[config.mk]
export PLATFORM = sky130hd
export DESIGN_NAME = websocket_frame_deframer_top_flat
export DESIGN_NICKNAME = d
export VERILOG_FILES = /design/src/rtl/core/wsd_pkg.sv /design/src/rtl/core/wsd_byte_if.sv /design/src/rtl/core/wsd_event_if.sv /design/src/rtl/core/wsd_csr_if.sv /design/src/rtl/core/wsd_parser.sv /design/src/rtl/core/wsd_out_stage.sv /design/src/rtl/core/websocket_frame_deframer_top.sv /design/src/flat_wrapper.sv
export SDC_FILE = /design/constraint.sdc
export NUM_CORES = 1
export LEC_CHECK = 0
export BUFFER_PORTS_ARGS = -buffer_cell sky130_fd_sc_hd__buf_2
export CAP_MARGIN = 20
export CORE_MARGIN = 2
export CORE_UTILIZATION = 30
export DETAILED_ROUTE_END_ITERATION = 8
export SLEW_MARGIN = 20
export SYNTH_ARGS = -nofsm -noshare
export SYNTH_HDL_FRONTEND = slang
export SYNTH_SLANG_ARGS = --single-unit
export TNS_END_PERCENT = 50
[constraint.sdc]
create_clock -name clock -period 7.2 [get_ports clock]
set_input_delay 0.72 -clock clock [delete_from_list [all_inputs] [get_ports clock]]
set_output_delay 0.72 -clock clock [all_outputs]
set_load 0.005 [all_outputs]
[src/rtl/core/wsd_pkg.sv]
// ----------------------------------------------------------------------------
// WebSocket deframer package
// Shared types and constants for the frame parser and its channels.
// ----------------------------------------------------------------------------
package wsd_pkg;

   localparam int unsigned LIMIT_W = 33;
   localparam int unsigned LEN_W   = 64;
   localparam int unsigned LEFT_W  = 4;

   localparam logic [LIMIT_W-1:0] LIMIT_RESET = 33'd1048576;

   localparam logic [6:0] LEN16_CODE = 7'd126;
   localparam logic [6:0] LEN64_CODE = 7'd127;

   localparam logic [LEFT_W-1:0] LEN16_BYTES = 4'd2;
   localparam logic [LEFT_W-1:0] LEN64_BYTES = 4'd8;
   localparam logic [LEFT_W-1:0] KEY_BYTES   = 4'd4;

   localparam logic [3:0] OPC_CONT   = 4'd0;
   localparam logic [3:0] OPC_TEXT   = 4'd1;
   localparam logic [3:0] OPC_BINARY = 4'd2;
   localparam logic [3:0] OPC_CLOSE  = 4'd8;
   localparam logic [3:0] OPC_PING   = 4'd9;
   localparam logic [3:0] OPC_PONG   = 4'd10;

   typedef enum logic [2:0] {
      PH_HDR0    = 3'd0,
      PH_HDR1    = 3'd1,
      PH_EXTLEN  = 3'd2,
      PH_KEY     = 3'd3,
      PH_PAYLOAD = 3'd4
   } phase_type;

   typedef enum logic [1:0] {
      EV_PAYLOAD = 2'd0,
      EV_EMPTY   = 2'd1,
      EV_CLOSE   = 2'd2,
      EV_TOO_BIG = 2'd3
   } event_kind_type;

   typedef struct packed {
      logic [1:0] event_kind;
      logic [7:0] payload_byte;
      logic [3:0] message_opcode;
      logic       message_last;
   } event_type;

endpackage

[src/rtl/core/wsd_byte_if.sv]
// ----------------------------------------------------------------------------
// WebSocket deframer byte channel
// Valid/ready channel carrying one received stream byte per word.
// ----------------------------------------------------------------------------
interface wsd_byte_if;
   logic       valid;
   logic       ready;
   logic [7:0] rx_byte;

   modport source (output valid, output rx_byte, input ready);
   modport sink   (input valid, input rx_byte, output ready);
endinterface

[src/rtl/core/wsd_event_if.sv]
// ----------------------------------------------------------------------------
// WebSocket deframer event channel
// Valid/ready channel carrying one parser event per word.
// ----------------------------------------------------------------------------
interface wsd_event_if;
   logic       valid;
   logic       ready;
   logic [1:0] event_kind;
   logic [7:0] payload_byte;
   logic [3:0] message_opcode;
   logic       message_last;

   modport source (output valid, output event_kind, output payload_byte,
                   output message_opcode, output message_last, input ready);
   modport sink   (input valid, input event_kind, input payload_byte,
                   input message_opcode, input message_last, output ready);
endinterface

[src/rtl/core/wsd_csr_if.sv]
// ----------------------------------------------------------------------------
// WebSocket deframer register write channel
// Valid/ready channel carrying the frame size limit write data.
// ----------------------------------------------------------------------------
interface wsd_csr_if;
   logic        valid;
   logic        ready;
   logic [32:0] size_limit;

   modport source (output valid, output size_limit, input ready);
   modport sink   (input valid, input size_limit, output ready);
endinterface

[src/rtl/core/wsd_parser.sv]
// ----------------------------------------------------------------------------
// WebSocket deframer parser
// Frame header state machine, length check and payload unmasking per byte.
// ----------------------------------------------------------------------------
module wsd_parser
   import wsd_pkg::*;
(
   input  logic               clock,
   input  logic               reset,
   input  logic               step,
   input  logic [7:0]         rx_byte,
   input  logic [LIMIT_W-1:0] limit,
   output logic               evt_valid,
   output event_type          evt
);

   phase_type          phase_ff, phase_in;
   logic               fin_ff, fin_in;
   logic               masked_ff, masked_in;
   logic [3:0]         frame_opc_ff, frame_opc_in;
   logic [LEN_W-1:0]   ext_len_ff, ext_len_in;
   logic [LEFT_W-1:0]  hdr_left_ff, hdr_left_in;
   logic [31:0]        mask_key_ff, mask_key_in;
   logic [LIMIT_W-1:0] payload_left_ff, payload_left_in;
   logic [1:0]         key_pos_ff, key_pos_in;
   logic [3:0]         cur_opc_ff, cur_opc_in;
   logic               halted_ff, halted_in;

   logic               is_ext_code;
   logic               hdr_done;
   logic               last_hdr_byte;
   logic [LEN_W-1:0]   len_now;
   logic               is_close;
   logic [3:0]         opc_applied;
   logic               too_big;
   logic               len_zero;
   logic               payload_end;
   logic [7:0]         key_byte;

   // header decode
   always_comb begin
      is_ext_code   = (rx_byte[6:0] == LEN16_CODE) || (rx_byte[6:0] == LEN64_CODE);
      last_hdr_byte = (hdr_left_ff == LEFT_W'(1));
      len_now       = ext_len_ff;
      hdr_done      = 1'b0;
      case (phase_ff)
         PH_HDR1: begin
            len_now  = {{(LEN_W-7){1'b0}}, rx_byte[6:0]};
            hdr_done = !is_ext_code && !rx_byte[7];
         end
         PH_EXTLEN: begin
            len_now  = {ext_len_ff[LEN_W-9:0], rx_byte};
            hdr_done = last_hdr_byte && !masked_ff;
         end
         PH_KEY: begin
            hdr_done = last_hdr_byte;
         end
         default: begin
            hdr_done = 1'b0;
         end
      endcase
      is_close = (frame_opc_ff == OPC_CLOSE);
      case (frame_opc_ff) inside
         OPC_TEXT, OPC_BINARY, OPC_CLOSE, OPC_PING, OPC_PONG: opc_applied = frame_opc_ff;
         default:                                             opc_applied = cur_opc_ff;
      endcase
      too_big     = len_now >= {{(LEN_W-LIMIT_W){1'b0}}, limit};
      len_zero    = (len_now == '0);
      payload_end = (payload_left_ff == LIMIT_W'(1));
      case (key_pos_ff)
         2'd0:    key_byte = mask_key_ff[31:24];
         2'd1:    key_byte = mask_key_ff[23:16];
         2'd2:    key_byte = mask_key_ff[15:8];
         default: key_byte = mask_key_ff[7:0];
      endcase
      if (!masked_ff) begin
         key_byte = 8'h00;
      end
   end

   // next phase
   always_comb begin
      phase_in = phase_ff;
      unique case (phase_ff)
         PH_HDR0: begin
            phase_in = PH_HDR1;
         end
         PH_HDR1: begin
            if (is_ext_code) begin
               phase_in = PH_EXTLEN;
            end else if (rx_byte[7]) begin
               phase_in = PH_KEY;
            end else if (len_zero || is_close || too_big) begin
               phase_in = PH_HDR0;
            end else begin
               phase_in = PH_PAYLOAD;
            end
         end
         PH_EXTLEN: begin
            if (!last_hdr_byte) begin
               phase_in = PH_EXTLEN;
            end else if (masked_ff) begin
               phase_in = PH_KEY;
            end else if (len_zero || is_close || too_big) begin
               phase_in = PH_HDR0;
            end else begin
               phase_in = PH_PAYLOAD;
            end
         end
         PH_KEY: begin
            if (!last_hdr_byte) begin
               phase_in = PH_KEY;
            end else if (len_zero || is_close || too_big) begin
               phase_in = PH_HDR0;
            end else begin
               phase_in = PH_PAYLOAD;
            end
         end
         PH_PAYLOAD: begin
            phase_in = payload_end ? PH_HDR0 : PH_PAYLOAD;
         end
         default: begin
            phase_in = PH_HDR0;
         end
      endcase
   end

   // datapath next values
   always_comb begin
      fin_in          = fin_ff;
      masked_in       = masked_ff;
      frame_opc_in    = frame_opc_ff;
      ext_len_in      = ext_len_ff;
      hdr_left_in     = hdr_left_ff;
      mask_key_in     = mask_key_ff;
      payload_left_in = payload_left_ff;
      key_pos_in      = key_pos_ff;
      cur_opc_in      = cur_opc_ff;
      halted_in       = halted_ff;
      case (phase_ff)
         PH_HDR0: begin
            fin_in       = rx_byte[7];
            frame_opc_in = rx_byte[3:0];
         end
         PH_HDR1: begin
            masked_in   = rx_byte[7];
            mask_key_in = '0;
            ext_len_in  = is_ext_code ? '0 : len_now;
            if (is_ext_code) begin
               hdr_left_in = (rx_byte[6:0] == LEN16_CODE) ? LEN16_BYTES : LEN64_BYTES;
            end else begin
               hdr_left_in = KEY_BYTES;
            end
         end
         PH_EXTLEN: begin
            ext_len_in  = len_now;
            hdr_left_in = last_hdr_byte ? KEY_BYTES : hdr_left_ff - LEFT_W'(1);
         end
         PH_KEY: begin
            mask_key_in = {mask_key_ff[23:0], rx_byte};
            hdr_left_in = hdr_left_ff - LEFT_W'(1);
         end
         PH_PAYLOAD: begin
            key_pos_in      = key_pos_ff + 2'd1;
            payload_left_in = payload_left_ff - LIMIT_W'(1);
         end
         default: begin
            key_pos_in = key_pos_ff;
         end
      endcase
      if (hdr_done) begin
         cur_opc_in      = opc_applied;
         halted_in       = is_close || too_big;
         key_pos_in      = 2'd0;
         payload_left_in = len_now[LIMIT_W-1:0];
      end
   end

   // event outputs
   always_comb begin
      evt_valid            = 1'b0;
      evt.event_kind       = EV_PAYLOAD;
      evt.payload_byte     = 8'h00;
      evt.message_opcode   = cur_opc_ff;
      evt.message_last     = 1'b0;
      if (!halted_ff) begin
         if (hdr_done) begin
            evt.message_opcode = opc_applied;
            if (is_close) begin
               evt_valid      = 1'b1;
               evt.event_kind = EV_CLOSE;
            end else if (too_big) begin
               evt_valid      = 1'b1;
               evt.event_kind = EV_TOO_BIG;
            end else if (len_zero && fin_ff) begin
               evt_valid        = 1'b1;
               evt.event_kind   = EV_EMPTY;
               evt.message_last = 1'b1;
            end
         end else if (phase_ff == PH_PAYLOAD) begin
            evt_valid        = 1'b1;
            evt.payload_byte = rx_byte ^ key_byte;
            evt.message_last = payload_end && fin_ff;
         end
      end
   end

   always_ff @(posedge clock) begin
      if (reset) begin
         phase_ff        <= PH_HDR0;
         fin_ff          <= 1'b0;
         masked_ff       <= 1'b0;
         hdr_left_ff     <= '0;
         payload_left_ff <= '0;
         key_pos_ff      <= '0;
         cur_opc_ff      <= OPC_CONT;
         halted_ff       <= 1'b0;
      end else if (step && !halted_ff) begin
         phase_ff        <= phase_in;
         fin_ff          <= fin_in;
         masked_ff       <= masked_in;
         hdr_left_ff     <= hdr_left_in;
         payload_left_ff <= payload_left_in;
         key_pos_ff      <= key_pos_in;
         cur_opc_ff      <= cur_opc_in;
         halted_ff       <= halted_in;
      end
   end

   always_ff @(posedge clock) begin
      if (step && !halted_ff) begin
         frame_opc_ff <= frame_opc_in;
         ext_len_ff   <= ext_len_in;
         mask_key_ff  <= mask_key_in;
      end
   end

`ifndef ASSERT_OFF
   a_halt_sticks: assert property (@(posedge clock) disable iff (reset)
      halted_ff |=> halted_ff)
      else $error("halt flag cleared without reset");

   a_no_event_when_halted: assert property (@(posedge clock) disable iff (reset)
      halted_ff |-> !evt_valid)
      else $error("event produced while halted");

   a_payload_count_live: assert property (@(posedge clock) disable iff (reset)
      (phase_ff == PH_PAYLOAD) |-> (payload_left_ff != '0))
      else $error("payload phase with no bytes left");

   a_header_count_live: assert property (@(posedge clock) disable iff (reset)
      (phase_ff == PH_EXTLEN || phase_ff == PH_KEY) |-> (hdr_left_ff != '0))
      else $error("header byte phase with no bytes left");
`endif

endmodule

[src/rtl/core/wsd_out_stage.sv]
// ----------------------------------------------------------------------------
// WebSocket deframer result register
// Holds one event until the consumer takes it; frees when it is taken.
// ----------------------------------------------------------------------------
module wsd_out_stage
   import wsd_pkg::*;
(
   input  logic      clock,
   input  logic      reset,
   input  logic      step,
   input  logic      evt_valid,
   input  event_type evt,
   output logic      out_free,
   wsd_event_if.source rsp_if
);

   logic      valid_ff, valid_in;
   event_type data_ff;

   assign out_free = !valid_ff || rsp_if.ready;

   always_comb begin
      valid_in = valid_ff;
      if (out_free) begin
         valid_in = step && evt_valid;
      end
   end

   always_ff @(posedge clock) begin
      if (reset) begin
         valid_ff <= 1'b0;
      end else begin
         valid_ff <= valid_in;
      end
   end

   always_ff @(posedge clock) begin
      if (step && evt_valid) begin
         data_ff <= evt;
      end
   end

   assign rsp_if.valid          = valid_ff;
   assign rsp_if.event_kind     = data_ff.event_kind;
   assign rsp_if.payload_byte   = data_ff.payload_byte;
   assign rsp_if.message_opcode = data_ff.message_opcode;
   assign rsp_if.message_last   = data_ff.message_last;

endmodule

[src/rtl/core/websocket_frame_deframer_top.sv]
// ----------------------------------------------------------------------------
// WebSocket frame deframer top level
// Parses a received byte stream into unmasked payload bytes and frame events.
// ----------------------------------------------------------------------------
// Takes one stream byte per cycle and sustains one byte per cycle while the
// result register drains. A byte is held in the input register; an event it
// yields is registered into the result register, which holds it until taken,
// stalling the input meanwhile. Header bytes produce no event, except that the
// last header byte of a close, too-big or zero-length final frame reports it;
// zero-length non-final frames produce no event. After a close frame or a
// frame at or above size_limit the block reports once and then consumes and
// drops every byte until reset. Write size_limit only while idle.
module websocket_frame_deframer_top
   import wsd_pkg::*;
(
   input  logic        clock,
   input  logic        reset,
   wsd_byte_if.sink    req_if,
   wsd_event_if.source rsp_if,
   wsd_csr_if.sink     csr_if
);

   logic               in_valid_ff, in_valid_in;
   logic [7:0]         in_byte_ff;
   logic [LIMIT_W-1:0] limit_ff;
   logic               step;
   logic               out_free;
   logic               evt_valid;
   event_type          evt;

   assign step          = in_valid_ff && out_free;
   assign req_if.ready  = !in_valid_ff || step;
   assign csr_if.ready  = 1'b1;

   always_comb begin
      in_valid_in = in_valid_ff;
      if (req_if.ready) begin
         in_valid_in = req_if.valid;
      end
   end

   always_ff @(posedge clock) begin
      if (reset) begin
         in_valid_ff <= 1'b0;
         limit_ff    <= LIMIT_RESET;
      end else begin
         in_valid_ff <= in_valid_in;
         if (csr_if.valid) begin
            limit_ff <= csr_if.size_limit;
         end
      end
   end

   always_ff @(posedge clock) begin
      if (req_if.valid && req_if.ready) begin
         in_byte_ff <= req_if.rx_byte;
      end
   end

   wsd_parser u_parser (
      .clock     (clock),
      .reset     (reset),
      .step      (step),
      .rx_byte   (in_byte_ff),
      .limit     (limit_ff),
      .evt_valid (evt_valid),
      .evt       (evt)
   );

   wsd_out_stage u_out_stage (
      .clock     (clock),
      .reset     (reset),
      .step      (step),
      .evt_valid (evt_valid),
      .evt       (evt),
      .out_free  (out_free),
      .rsp_if    (rsp_if)
   );

endmodule
[src/flat_wrapper.sv]
// flat-port wrapper written by rule: the top's interface ports become plain ports
module websocket_frame_deframer_top_flat import wsd_pkg::*;
  (clock, reset, req_if_valid, req_if_rx_byte, req_if_ready, rsp_if_valid, rsp_if_event_kind, rsp_if_payload_byte, rsp_if_message_opcode, rsp_if_message_last, rsp_if_ready, csr_if_valid, csr_if_size_limit, csr_if_ready);
  wsd_byte_if req_if_i ();
  wsd_event_if rsp_if_i ();
  wsd_csr_if csr_if_i ();
  input  logic clock;
  input  logic reset;
  input wire logic [$bits(req_if_i.valid)-1:0] req_if_valid;
  input wire logic [$bits(req_if_i.rx_byte)-1:0] req_if_rx_byte;
  output wire logic [$bits(req_if_i.ready)-1:0] req_if_ready;
  output wire logic [$bits(rsp_if_i.valid)-1:0] rsp_if_valid;
  output wire logic [$bits(rsp_if_i.event_kind)-1:0] rsp_if_event_kind;
  output wire logic [$bits(rsp_if_i.payload_byte)-1:0] rsp_if_payload_byte;
  output wire logic [$bits(rsp_if_i.message_opcode)-1:0] rsp_if_message_opcode;
  output wire logic [$bits(rsp_if_i.message_last)-1:0] rsp_if_message_last;
  input wire logic [$bits(rsp_if_i.ready)-1:0] rsp_if_ready;
  input wire logic [$bits(csr_if_i.valid)-1:0] csr_if_valid;
  input wire logic [$bits(csr_if_i.size_limit)-1:0] csr_if_size_limit;
  output wire logic [$bits(csr_if_i.ready)-1:0] csr_if_ready;
  assign req_if_i.valid = req_if_valid;
  assign req_if_i.rx_byte = req_if_rx_byte;
  assign req_if_ready = req_if_i.ready;
  assign rsp_if_valid = rsp_if_i.valid;
  assign rsp_if_event_kind = rsp_if_i.event_kind;
  assign rsp_if_payload_byte = rsp_if_i.payload_byte;
  assign rsp_if_message_opcode = rsp_if_i.message_opcode;
  assign rsp_if_message_last = rsp_if_i.message_last;
  assign rsp_if_i.ready = rsp_if_ready;
  assign csr_if_i.valid = csr_if_valid;
  assign csr_if_i.size_limit = csr_if_size_limit;
  assign csr_if_ready = csr_if_i.ready;
  websocket_frame_deframer_top u_core (.clock(clock), .reset(reset), .req_if(req_if_i), .rsp_if(rsp_if_i), .csr_if(csr_if_i));
endmodule
== After elaboration in Yosys (flattened, before gate mapping) ==
Index checks and enable logic that the tools add are counted.

* Bits in registers: 207
* Input port bits: 46
* Output and inout bits: 18
* Word-level logic and storage cells: 119

* $add $sub $neg: 3
* $lt $le $gt $ge: 1
* Equality and inequality tests: 15
* Mux-type cells: 39
* Bitwise logic cells: 3
* Reductions and logical operators: 38

{| class="wikitable"
|+ Operators with widths
! cell !! count
|-
| $pmux W64 S2 || 2
|-
| $mux W33 || 2
|-
| $ge A64 B33 Y1 || 1
|-
| $logic_not A64 Y1 || 1
|-
| $mux W64 || 1
|-
| $pmux W32 S2 || 1
|-
| $eq A33 B1 Y1 const B || 1
|-
| $sub A33 B1 Y33 const B || 1
|-
| $pmux W8 S3 || 1
|-
| $mux W3 || 7
|-
| $mux W4 || 5
|-
| $pmux W3 S5 || 1
|-
| $eq A7 B7 Y1 const B || 2
|-
| $reduce_and A2 Y1 || 7
|-
| $eq A4 B4 Y1 const B || 3
|-
| $pmux W4 S3 || 1
|-
| $mux W1 || 11
|-
| $eq A4 B1 Y1 const B || 2
|-
| $logic_and A1 B1 Y1 || 8
|-
| $mux W2 || 4
|-
| $mux W8 || 1
|-
| $xor A8 B8 Y8 || 1
|-
| $eq A3 B2 Y1 const B || 2
|-
| $logic_not A1 Y1 || 6
|-
| other kinds (18) || 27
|}

== Depth between registers and ports, before layout ==
* Depth in word-level cells: 10
* Gate-level depth with buffers: 19
* Depth with buffers taken out: 14

== Hierarchy ==
Synthesis repeated with hierarchy kept, for this count alone.

* Cell total of the unflattened synthesis: 1,235
* Area, all modules: 11,503.5 um^2

{| class="wikitable"
|+ By module, submodules not included
! module !! times used !! cells each !! area an instance (um^2) !! seq. area each (um^2)
|-
| wsd_parser || 1 || 1,092 || 9,496.6 || 3,983.8
|-
| websocket_frame_deframer_top || 1 || 123 || 1,506.4 || 920.9
|-
| wsd_out_stage || 1 || 20 || 500.5 || 470.5
|}

== Worst setup path after synthesis ==
No wires, ideal clock.

* Path kind: input port to flip-flop
* Start point: input rsp_if_ready
* End point: register u_core.u_parser.ext_len_ff[0], enable pin
* Library setup time: 0.565 ns
* Arrival time: 5.544 ns
* Data required time: 6.635 ns
* Path slack: 1.091 ns
* Stages on the path: 4
* Buffers on the path: 1
* Cells stage by stage: nand2b_1 nand3b_1 clkbuf_1 nor3_1

* Cells in the longest elaborated chain, start to end: 4

{| class="wikitable"
|+ RTL lines
! what !! line !! source
|-
| start, declared || flat_wrapper.sv:17 || <nowiki>input wire logic [$bits(rsp_if_i.ready)-1:0] rsp_if_ready;</nowiki>
|-
| $logic_or A1 B1 Y1 || wsd_out_stage.sv:20 || <nowiki>assign out_free = !valid_ff || rsp_if.ready;</nowiki>
|-
| $logic_and A1 B1 Y1 || websocket_frame_deframer_top.sv:31 || <nowiki>assign step = in_valid_ff && out_free;</nowiki>
|-
| $logic_and A1 B1 Y1 || wsd_parser.sv:231 || <nowiki>if (step && !halted_ff) begin</nowiki>
|-
| $reduce_and A2 Y1 (no line) || - ||
|-
| end signal, assigned || wsd_parser.sv:233 || <nowiki>ext_len_ff <= ext_len_in;</nowiki>
|-
| end, declared || wsd_parser.sv:21 || <nowiki>logic [LEN_W-1:0] ext_len_ff, ext_len_in;</nowiki>
|}

Every way passes these cells.
A chain may end at the register's enable or synchronous reset.

== Worst setup path in the final report ==
* Start point: register u_core.u_parser.phase_ff[1]
* End point: register u_core.u_out_stage.data_ff (netlist bit u_core.u_out_stage.rsp_if.message_opcode[3]), enable pin

* Cells in the longest elaborated chain, start to end: 10
* Elaborated cells on any way between the ends: 16
* Those cells by class: order compare (1); eq/ne (4); mux (8); reduce/logical (3)

{| class="wikitable"
|+ RTL lines
! what !! line !! source
|-
| start, declared || wsd_parser.sv:17 || <nowiki>phase_type phase_ff, phase_in;</nowiki>
|-
| start signal, assigned || wsd_parser.sv:219 || <nowiki>phase_ff <= phase_in;</nowiki>
|-
| parallel branches: the longest is 7 deep, another holds $ge A64 B33 Y1 || - ||
|-
| $mux W1 (*) || wsd_parser.sv:187 || <nowiki>if (hdr_done) begin</nowiki>
|-
| $mux W1 (*) || wsd_parser.sv:186 || <nowiki>if (!halted_ff) begin</nowiki>
|-
| $logic_and A1 B1 Y1 (*) || wsd_out_stage.sv:38 || <nowiki>if (step && evt_valid) begin</nowiki>
|-
| end signal, assigned || wsd_out_stage.sv:39 || <nowiki>data_ff <= evt;</nowiki>
|-
| end, declared || wsd_out_stage.sv:18 || <nowiki>event_type data_ff;</nowiki>
|}

Every way passes the cells marked *.

==> summary.md <==
For the final routed database, the setup TNS stands at 0 ns. In the routed layout, each cell is associated on average with a via count of 5.31. The setup check on the worst reg-to-reg path leaves a slack of 1.55 ns.

The logs give 30.5% for the initial core utilization and 0.380 ns for the worst slack on hold paths. The share of Yosys cell area claimed by the top area cell type is 32.2%, and the source-to-sink clock delay at the later pin of the worst-skew pair is 0.54 ns. The routability congestion estimate was 0.895; the number of antenna violations at the first check in global routing was 0. The combinational family with the most area after synthesis was simple AND/OR/NAND/NOR gates.

The number of nets handed over by synthesis was 1343. Counting flops with an async set or reset pin after synthesis yields a share of 0%. Across the VDD grid, the largest voltage drop is 0.169 mV.

No sink is reached through more buffers than the 3 on the longest clock path. Summed over all cells, the static leakage comes to 4.92 nW. The die width was 200 um. After clock tree synthesis, the clock-pin slew on the worst setup and hold paths is 0.06 ns.

The count of buffers added on input and output ports is 62. The final critical-path required period came out at 5.65 ns. The total count of hold-check failures in the final report was 0.

After synthesis, the share of cell area in mux cells is 4.24%. The maximum clock frequency is 177 MHz, and the share of the yosys chip area belonging to registers is 46.8%. For the standard-cell row count, the log shows 71. The synthesized-area fraction occupied by adder cells works out to 4.47%. The area of the mapped netlist was 11500 sq um. Global routing consumed, over all layers together, 15.7% of the routing resources.

The tools report the category of the worst setup path launch point as a flip-flop. Setup violations remaining at the end of the flow were counted as 0. By count the netlist is led by 168 x sky130_fd_sc_hd__nor2_1, 123 x sky130_fd_sc_hd__edfxtp_1, 102 x sky130_fd_sc_hd__nand2_1. Counting tap cells, the placed design contains a total of 1753 instances. Averaged over all synthesized cells, the footprint is 9.14 sq um. The cell at the root of the clock tree is sky130_fd_sc_hd__clkbuf_16. Hold repair after CTS inserted 0 buffers. The tools report the placeable core region as 37700 sq um.

The synthesized netlist devotes 0.763% of its cell area to XOR and XNOR gates. STA classifies the critical path endpoint as a flip-flop. The clock arrives with 0.0348 ns of skew.

The net count of the finished layout is 1354. After filler insertion, the fill cell instance count of the layout stands at 3893. Among all flip-flop cells after synthesis, the most frequent one is sky130_fd_sc_hd__edfxtp_1. After the first detailed-routing iteration, the DRC count stood at 802. Area overhead of the layout relative to synthesis: 13.1%. sky130_fd_sc_hd__edfxtp_1 takes more of the synthesized area than any other cell. The cell count of the worst hold path is 1, and the total CTS buffers is 23. After detailed routing, the number of remaining DRC violations is 0. The synthesized netlist devotes 16.6% of its cell area to compound gates.

The run finished with clean final reports. The logs give 8905 for the via count of the first global-routing pass and 65 for the pin count of the biggest net entering global routing. The estimated wirelength of the detail-placed design is 21500 um, and the count of vias placed by the detailed router is 9530. The floorplan step set the die height to 200 um. The power per cell area was 221 nW/um^2. The repair_antennas step left the layout with diodes totalling 0. By instance count, the leading cell after synthesis is sky130_fd_sc_hd__nor2_1.

After routing the design area is 13000 sq um. After synthesis the netlist holds a flip-flop and latch count of 207. The number of cell instances on the worst register-to-register path works out to 16. For the H-tree level count, the log shows 1.

After detailed routing, the total wire length is 31300 um. For the pin with the worst max-slew slack, the measured transition is 0.960 ns. The tools report the area of the die as 39800 sq um. Yosys attributes the largest share of cell area to sky130_fd_sc_hd__edfxtp_1 32%, sky130_fd_sc_hd__dfxtp_1 15%, sky130_fd_sc_hd__nor2_1 5.5%, sky130_fd_sc_hd__ha_1 4.5%, sky130_fd_sc_hd__mux2i_1 3.8%. The count of pins over their slew limit was 0. The first-pass GRT wire length was 50000 um; the number of flops mapped to enable cells by yosys was 123. Buffers added to address setup during post-CTS repair amount to 0. The post-route netlist has 11.1% of its cells at a drive strength greater than 1. The tools report the number of optimization iterations in the first detailed-route pass as 5. TritonCTS built the clock tree. The run gives 0 as the count of synthesis-stage warnings from yosys. For the worst setup path, the data arrival time is 5.90 ns.

Setup repair after global routing left no endpoint under its margin. CTS saw 207 sinks. The max-cap check violation count came out at 0.

After clock tree synthesis, the repair step resized 0 gates. The tools report the aggregate global routing overflow as 0. Critical path class: flip-flop to flip-flop. Worst hold-check path type: input port to flip-flop.

The count of nets left with antenna violations once routing finished came out at 0. The maximum fanout encountered on the critical timing path works out to 40. The tools report the number of instances in the synthesized netlist as 1256.

The post-placement cell area was 12200 sq um; the post-synthesis simple-gate area fraction was 20.8%. 64 I/O pins were placed. After the flow finishes, the layout carries non-filler instances totaling 1794. The distinct cell type count after synthesis is 66, and the data required time at the worst endpoint is 7.45 ns. The routed length per placed instance works out to 17.4 um.

The part of the cycle the worst path needs was 78.4%. The worst pin sits at a relative slew slack of 35.2%.
-- state kept, by name (all words and copies together), names as in the netlist, 3 cells and up --
signal / cells
u_core.u_parser.cur_opc_ff: 4
u_core.in_byte_ff: 8
u_core.u_out_stage.rsp_if.payload_byte: 8
u_core.u_parser.payload_left_ff: 33
u_core.u_parser.mask_key_ff: 32
u_core.u_parser.ext_len_ff: 64
u_core.u_parser.frame_opc_ff: 4
u_core.limit_ff: 33
u_core.u_out_stage.rsp_if.message_opcode: 4
u_core.u_parser.hdr_left_ff: 4
u_core.u_parser.phase_ff: 3
-- layout by cell type (no fill, tap or decap), drive strengths merged, types with 35 or more instances in the layout --
master	count
nor2	168
edfxtp	123
nand2	102
dfxtp	84
inv	83
buf	81
o21ai	77
a21oi	72
mux2i	43
ha	41
clkbuf	35
-- report_power, final --
| part | total, mW | internal [mW] | switching [mW] |
|---|---|---|---|
| Sequential | 1.32 | 1.29 | 0.0356 |
| Clock | 1.22 | 0.716 | 0.502 |
| Combinational | 0.321 | 0.121 | 0.200 |
| Total | 2.86 | 2.12 | 0.738 |
-- path summary, 6_finish.rpt --
kind	startpoint	end
max	u_core.u_parser.phase_ff[1]	u_core.u_out_stage.rsp_if.message_opcode[3]
min reg2reg	u_core.u_parser.payload_left_ff[5]	u_core.u_parser.payload_left_ff[5]
min	req_if_rx_byte[1]	u_core.in_byte_ff[1]
max reg2reg	u_core.u_parser.phase_ff[1]	u_core.u_out_stage.rsp_if.message_opcode[3]
-- per-stage QoR --
| step | setup WS (ns) | total power, mW | utilization [%] |
|---|---|---|---|
| floorplan | 1.09 | 1.56 | - |
| global placement | 1.92 | 1.66 | 32.4 |
| detailed placement | 1.76 | 1.66 | 32.4 |
| CTS | 1.72 | 2.88 | 34.4 |
| global route | 1.26 | 2.97 | 34.5 |
| finish | 1.55 | 2.86 | 34.5 |
-- kinds of logic after synthesis --
| kind of cell | count (synthesis) |
|---|---|
| other | 1 |
| AND/OR/NAND/NOR | 483 |
| AO/OA/AOI/OAI | 288 |
| adder cells (fa/ha/maj) | 41 |
| flip-flops | 207 |
| multiplexers | 48 |
| buffers and inverters | 178 |
| XOR/XNOR | 10 |
-- worst max-delay path, cell delays in order (launching register included) --
cell and delay (ns):
sky130_fd_sc_hd__dfxtp_2 0.85, sky130_fd_sc_hd__buf_4 0.34, sky130_fd_sc_hd__nor2b_2 0.58, sky130_fd_sc_hd__buf_4 0.39, sky130_fd_sc_hd__a32o_1 0.21, sky130_fd_sc_hd__a21oi_1 0.08, sky130_fd_sc_hd__inv_1 0.15, sky130_fd_sc_hd__ha_1 0.24
sky130_fd_sc_hd__nand4_1 0.12, sky130_fd_sc_hd__nor4_1 0.08, sky130_fd_sc_hd__a221oi_1 0.24, sky130_fd_sc_hd__o21ai_0 0.19, sky130_fd_sc_hd__o311ai_0 0.87, sky130_fd_sc_hd__nor4b_4 0.42, sky130_fd_sc_hd__nor2b_1 0.22, sky130_fd_sc_hd__a21oi_1 0.08
sky130_fd_sc_hd__buf_4 0.25
-- routing by layer --
metal	part of all wire [%]	GRT usage, %
met1	48	22.6
met2	43	23.6
met3	6.5	2.99
met4	2.8	4.80
met5	0	0
-- cell type report --
class,count,area [sq um],share of cell area [%]
Multi-Input combinational cell,871,5410,41.7
Sequential cell,207,5380,41.4
Clock buffer,35,746,5.75
Tap cell,511,639,4.93
Timing Repair Buffer,81,453,3.49
Inverter,83,312,2.40
Clock inverter,6,37.5,0.289
(Power assumes the default switching activity.)
